<file path="config.mk">
export PLATFORM = sky130hd
export DESIGN_NAME = maf_div
export DESIGN_NICKNAME = d
export VERILOG_FILES = /design/src/rtl/maf_pkg.sv /design/src/rtl/maf_div.sv
export SDC_FILE = /design/constraint.sdc
export NUM_CORES = 1
export LEC_CHECK = 0
export BUFFER_PORTS_ARGS = -buffer_cell sky130_fd_sc_hd__buf_2
export CELL_PAD_IN_SITES_DETAIL_PLACEMENT = 0
export CELL_PAD_IN_SITES_GLOBAL_PLACEMENT = 1
export CORE_MARGIN = 4
export CORE_UTILIZATION = 40
export CTS_BUF_LIST = sky130_fd_sc_hd__clkbuf_4 sky130_fd_sc_hd__clkbuf_8
export DETAILED_ROUTE_END_ITERATION = 6
export GPL_TIMING_DRIVEN = 0
export PLACE_DENSITY_LB_ADDON = 0.1
export SLEW_MARGIN = 10
export SYNTH_ARGS = -nofsm -noshare
export SYNTH_HDL_FRONTEND = slang
export SYNTH_SLANG_ARGS = --single-unit
</file>
<file path="constraint.sdc">
create_clock -name clk -period 2.4 [get_ports clk]
set_clock_uncertainty 0.15 [all_clocks]
set_input_delay 0.72 -clock clk [delete_from_list [all_inputs] [get_ports clk]]
set_output_delay 0.72 -clock clk [all_outputs]
set_load 0.01 [all_outputs]
</file>
<file path="src/rtl/maf_pkg.sv">
// ----------------------------------------------------------------------------
// Moving average filter package
// Shared widths, sizes, control state encoding and divider interface types.
// ----------------------------------------------------------------------------
`default_nettype none

package maf_pkg;

    localparam int MAX_WINDOW  = 4096;
    localparam int SAMPLE_BITS = 32;
    localparam int ADDR_W      = $clog2(MAX_WINDOW);
    localparam int WIN_W       = ADDR_W + 1;
    localparam int SUM_W       = SAMPLE_BITS + ADDR_W;
    localparam int DIV_STEPS   = SUM_W;
    localparam int STEP_W      = $clog2(DIV_STEPS);

    localparam logic [WIN_W-1:0] WIN_MAX   = WIN_W'(MAX_WINDOW);
    localparam logic [WIN_W-1:0] WIN_RESET = WIN_W'(16);

    typedef enum logic [2:0] {
        ST_IDLE,
        ST_READ,
        ST_ADD,
        ST_START,
        ST_DIV,
        ST_DONE
    } state_t;

    typedef struct packed {
        logic                   start;
        logic [SUM_W-1:0]       dividend;
        logic [WIN_W-1:0]       divisor;
    } div_req_t;

    typedef struct packed {
        logic                   done;
        logic [SAMPLE_BITS-1:0] quotient;
    } div_rsp_t;

endpackage

`default_nettype wire

</file>
<file path="src/rtl/maf_div.sv">
// ----------------------------------------------------------------------------
// Bit-serial divider
// Restoring division of an unsigned sum magnitude by the sample count,
// one quotient bit per cycle.
// ----------------------------------------------------------------------------
`default_nettype none

module maf_div (
    input  wire logic              clk,
    input  wire logic              rst_n,
    input  wire maf_pkg::div_req_t req,
    output maf_pkg::div_rsp_t      rsp
);

    logic                          busy_reg,  busy_next;
    logic                          done_reg,  done_next;
    logic [maf_pkg::STEP_W-1:0]    step_reg,  step_next;
    logic [maf_pkg::WIN_W-1:0]     rem_reg,   rem_next;
    logic [maf_pkg::SUM_W-1:0]     quo_reg,   quo_next;
    logic [maf_pkg::WIN_W-1:0]     dvs_reg,   dvs_next;
    logic [maf_pkg::WIN_W:0]       rem_shift;
    logic [maf_pkg::WIN_W:0]       rem_diff;
    logic                          fits;

    assign rem_shift = {rem_reg, quo_reg[maf_pkg::SUM_W-1]};
    assign rem_diff  = rem_shift - {1'b0, dvs_reg};
    assign fits      = (rem_shift >= {1'b0, dvs_reg});

    always_comb
    begin
        busy_next = busy_reg;
        done_next = 1'b0;
        step_next = step_reg;
        rem_next  = rem_reg;
        quo_next  = quo_reg;
        dvs_next  = dvs_reg;
        if (req.start)
        begin
            // load dividend; quotient bits shift in from the bottom
            busy_next = 1'b1;
            step_next = '0;
            rem_next  = '0;
            quo_next  = req.dividend;
            dvs_next  = req.divisor;
        end
        else if (busy_reg)
        begin
            rem_next = fits ? rem_diff[maf_pkg::WIN_W-1:0] : rem_shift[maf_pkg::WIN_W-1:0];
            quo_next = {quo_reg[maf_pkg::SUM_W-2:0], fits};
            step_next = step_reg + 1'b1;
            if (step_reg == maf_pkg::STEP_W'(maf_pkg::DIV_STEPS - 1))
            begin
                busy_next = 1'b0;
                done_next = 1'b1;
            end
        end
    end

    always_ff @(posedge clk or negedge rst_n)
    begin
        if (!rst_n)
        begin
            busy_reg <= 1'b0;
            done_reg <= 1'b0;
            step_reg <= '0;
        end
        else
        begin
            busy_reg <= busy_next;
            done_reg <= done_next;
            step_reg <= step_next;
        end
    end

    always_ff @(posedge clk)
    begin
        rem_reg <= rem_next;
        quo_reg <= quo_next;
        dvs_reg <= dvs_next;
    end

    assign rsp.done     = done_reg;
    assign rsp.quotient = quo_reg[maf_pkg::SAMPLE_BITS-1:0];

endmodule

`default_nettype wire

</file>
---- Yosys cells after proc, flatten, opt, wreduce, memory -nomap -nowiden ----
Index checks and enable logic that the tools add are counted.
cells by class
  add/sub/neg operators ................... 2
  $lt $le $gt $ge ......................... 1
  eq/ne operators ......................... 1
  muxes and demuxes ....................... 11
  reductions and logical operators ........ 1
operators by type and width
  operator                                      count
  two-way mux 44 bit                            2
  greater-or-equal comparator 14 x 13 -> 1 bit  1
  two-way mux 13 bit                            1
  subtractor 13 bit                             1
  two-way mux 6 bit                             2
  adder 6 x 1 -> 6 bit (second input constant)  1
  equality test 6 bit (second input constant)   1
  two-way mux 1 bit                             6
  nonzero test 2 bit                            1
word-level totals
  bits in registers ....................... 78

---- Depth between registers and ports, before layout ----
  word-level depth ........................ 4
  gate-level depth with buffers ........... 11
  mapped depth without buffers ............ 10

---- Least setup slack after synthesis ----
Ideal clock, no wire load.
  path kind ............................... input -> register
  start point ............................. in req[57] (netlist name)
  end point ............................... reg quo_reg[0] (netlist name) (enable)
  setup time .............................. 0.403 ns
  data arrival time ....................... 2.020 ns
  path slack .............................. -0.173 ns
  stages .................................. 3
  buffers on the path ..................... 1
  cells stage by stage .................... clkbuf_1 inv_1 nand2_1
between the ends
  longest elaborated chain between the ends .. 1
RTL lines
  what                          RTL line       source
  from (decl)                   maf_div.sv:11  input wire maf_pkg::div_req_t req,
  nonzero test 2 bit (no line)  -
  to (signal assigned)          maf_div.sv:78  quo_reg <= quo_next;
  to (decl)                     maf_div.sv:19  logic [maf_pkg::SUM_W-1:0] quo_reg, quo_next;
Every way passes these cells.
A chain may end at the register's enable or synchronous reset.

---- Worst setup path after layout ----
  start point ............................. reg quo_reg[43] (netlist name)
  end point ............................... reg quo_reg[0] (netlist name) (data pin)
between the ends
  longest elaborated chain between the ends .. 3
RTL lines
  what                                          RTL line       source
  greater-or-equal comparator 14 x 13 -> 1 bit  maf_div.sv:27  assign fits = (rem_shift >= {1'b0, dvs_reg});
  two-way mux 44 bit                            maf_div.sv:46  else if (busy_reg)
  two-way mux 44 bit                            maf_div.sv:37  if (req.start)
  via quo_next (one bit)                        maf_div.sv:19
The timed path passes the listed nets, and every way through them passes these cells. The select of a mux whose other input is x is not followed.

==> impl_metrics.csv <==
group,metric,value,unit
sta,final-setup-viol-count,12,
logic_synthesis,synth_fp_nets,433,
logic_synthesis,synth_seq_area_share,50.7,%
clock_tree,cts_tree,"built",
worst_hold_path,hold_path.class,"input port to asynchronous set/reset pin",
sta,tightestPinTransition,0.698,ns
route,drt-pass1-iter-count,4,
power_and_ir_drop,swShare,34.5,%
global_routing,grt_pass1_vias,3144,
global_routing,grt_pass1_wl,15400,um
die,initial_core_util,41.3,%
sta,drv_slew,0,
clock_tree,cts_buffer_depth,2,
clock_tree,cts_buffers,9,
logic_synthesis,async_flop_share,10.3,%
cells_and_area,antenna_cells,0,
power_and_ir_drop,clkPwrFrac,22.0,%
logic_synthesis,synth_ff_type,"edfxtp_1",
route,drt.antenna.violating_nets,0,
die,io_pins,93,
placement,dpl.hpwl,6690,um
global_routing,grt_max_degree,46,
setup_path,start_kind,"flop",
die,core_area,10400,um2
sta,worst_hold_slack,0.0499,ns
sta,fin_ws,-0.102,ns
logic_synthesis,syn_area_per_cell,12.0,um2
clock_tree,htree_levels,3,
cells_and_area,post_route_cells_drive_above_1_share,50.6,%
power_and_ir_drop,pwr-share-seq,38.5,%
power_and_ir_drop,power,0.00467,W
cells_and_area,largest_reg_flops,44,
sta,slew_headroom,53.5,%
sta,finalHoldViolCount,0,
power_and_ir_drop,ir_drop,0.357,mV
route,wl_per_cell,15.4,um
cells_and_area,syn2layout_area_growth,26.1,%
logic_synthesis,synth_top_cell_by_area,"edfxtp_1",
logic_synthesis,synth_common_cells,"edfxtp_1 (57), mux2_2 (44), buf_4 (34)",
cells_and_area,final-seq-area,2170,um2
clock_tree,path_clk_slew,0.09,ns
global_routing,overflow,0,
sta,min_period_over_period,104,%
setup_path,critical_path_required,2.35,ns
setup_path,cp-end-kind,"flop",
cells_and_area,num-fill-cells,959,
logic_synthesis,synth_cells,358,
logic_synthesis,synth_warnings,0,
power_and_ir_drop,p_comb_share,39.5,%
global_routing,antenna_found_initial,0,
die,rows,37,
setup_path,r2r_slack,-0.10,ns
clock_tree,hold_buffers,0,
run,drv_cap,0,
die,dieWidth,112,um
placement,io_buffers,92,
power_and_ir_drop,p_per_area,863,nW/um2
die,die_height,112,um
sta,max_freq,400,MHz
logic_synthesis,synthDistinctLibCells,62,
setup_path,worstPathMaxFanout,5,
clock_tree,clock-sinks,78,
outcome,violations,"negative setup slack",
route,vias_per_cell,4.99,
logic_synthesis,synth_edf_count,57,
cells_and_area,multi_input_area,1860,um2
logic_synthesis,synth_area,4290,um2
route,drt-initial-drc-count,108,
global_routing,track_usage,15.2,%
cells_and_area,post-route-util,52.1,%
sta,fin_crit,2.50,ns
logic_synthesis,synth_most_common_cell,"edfxtp_1",
setup_path,cp.arrival,2.46,ns
setup_path,crit_type,"flop to flop",
outcome,status,"finished, violations left",
die,fp.dieArea,12400,um2
logic_synthesis,ys_top_cells_by_area,"edfxtp_1 (40%), mux2_2 (12%), dfxtp_1 (6.1%)",
power_and_ir_drop,p_leak,2.32,nW
route,routed_wl,9460,um
sta,grt_setup_unrepaired,"yes",
cells_and_area,final_nets,550,
route,num_vias,3075,
sta,tns,-0.621,ns
placement,gp_congestion,0.815,
logic_synthesis,synth_top_area_share,39.9,%
clock_tree,cts_root_buf,"clkbuf_8",
logic_synthesis,synth_seq_cells,78,
power_and_ir_drop,switchingPower,0.00161,W
power_and_ir_drop,intPower,0.00306,W
clock_tree,clk_latency,0.35,ns
route,drc,0,
-- per-layer routing --
layer	vias to the layer above	global-route usage, %	share of wire, %
li1	1537	-	-
met1	1455	19.6	46
met2	72	25.1	47
met3	11	3.64	5.1
met4	0	4.95	1.3
met5	-	0	0
-- area by class of cell --
cell class,count,share of cell area [%]
Buffer,49,6.27
Timing Repair Buffer,106,10.7
Clock inverter,5,1.11
Inverter,23,1.60
Sequential cell,78,40.2
Clock buffer,11,2.57
Tap cell,136,3.15
Multi-Input combinational cell,208,34.4
-- timing repair --
item,4_1_cts,5_1_grt
endpoints found under the setup margin,58,50
gates resized for setup,14,27
setup buffers,9,4
cloned,0,1
pin swaps,9,14
-- power groups by stage --
| stage | clock network [W] | logic, W | registers (W) |
|---|---|---|---|
| 2_1_floorplan | 0 | 0.00117 | 0.00177 |
| 3_3_place_gp | 0 | 0.00151 | 0.00182 |
| 3_5_place_dp | 0 | 0.00153 | 0.00182 |
| 4_1_cts | 0.00106 | 0.00169 | 0.00180 |
| 5_1_grt | 0.00111 | 0.00202 | 0.00182 |
| 6_report | 0.00103 | 0.00184 | 0.00180 |
-- critical path: stages, from the launching register on --
cell and delay (ns):
edfxtp_1 0.39, inv_1 0.07, ha_2 0.18, inv_2 0.04, fa_2 0.38, a21oi_4 0.18, o221ai_4 0.16, nand2_4 0.10
a21o_1 0.12, buf_6 0.13, nand2_8 0.07, mux2_4 0.27
-- path summary, 6_finish.rpt --
path	start	end	cells past startpoint
worst max-delay path	quo_reg[43]	quo_reg[0]	11
worst min-delay path	rst_n	step_reg[1]	1
worst max register to register	quo_reg[43]	quo_reg[0]	11
worst min register to register	step_reg[4]	done_reg	1
max in group asynchronous	rst_n	step_reg[2]	1
min in group clk	step_reg[4]	done_reg	1
-- cell usage in the layout (no fill, tap or decap), types with 8 or more instances in the layout --
cell type / count
clkbuf_8: 9
nand2_1: 11
dfxtp_1: 13
buf_4: 43
mux2_2: 43
a21oi_1: 8
edfxtp_1: 57
inv_1: 20
buf_2: 94
dfrtp_1: 8
nand3_1: 11
nor2_1: 18
o21ai_0: 10
ha_1: 13
-- logic make-up after synthesis --
kind of cell	count (synthesis)	synth area share [%]
mux	45	11.8
fa+ha+maj	15	4.55
buf+inv	72	9.69
compound gates	68	12.5
xor+xnor	11	2.25
simple gates	69	8.61
flops	78	50.7
-- stage by stage --
step	worst slack (ns)	cells	cell area [um2]
floorplan	0.0447	358	4290
global placement	-0.647	586	4920
detailed placement	-0.712	586	4920
CTS	-0.130	611	5270
global route	-0.222	616	5410
finish	-0.102	616	5410
No activity file was read; power rests on OpenSTA's default activity.
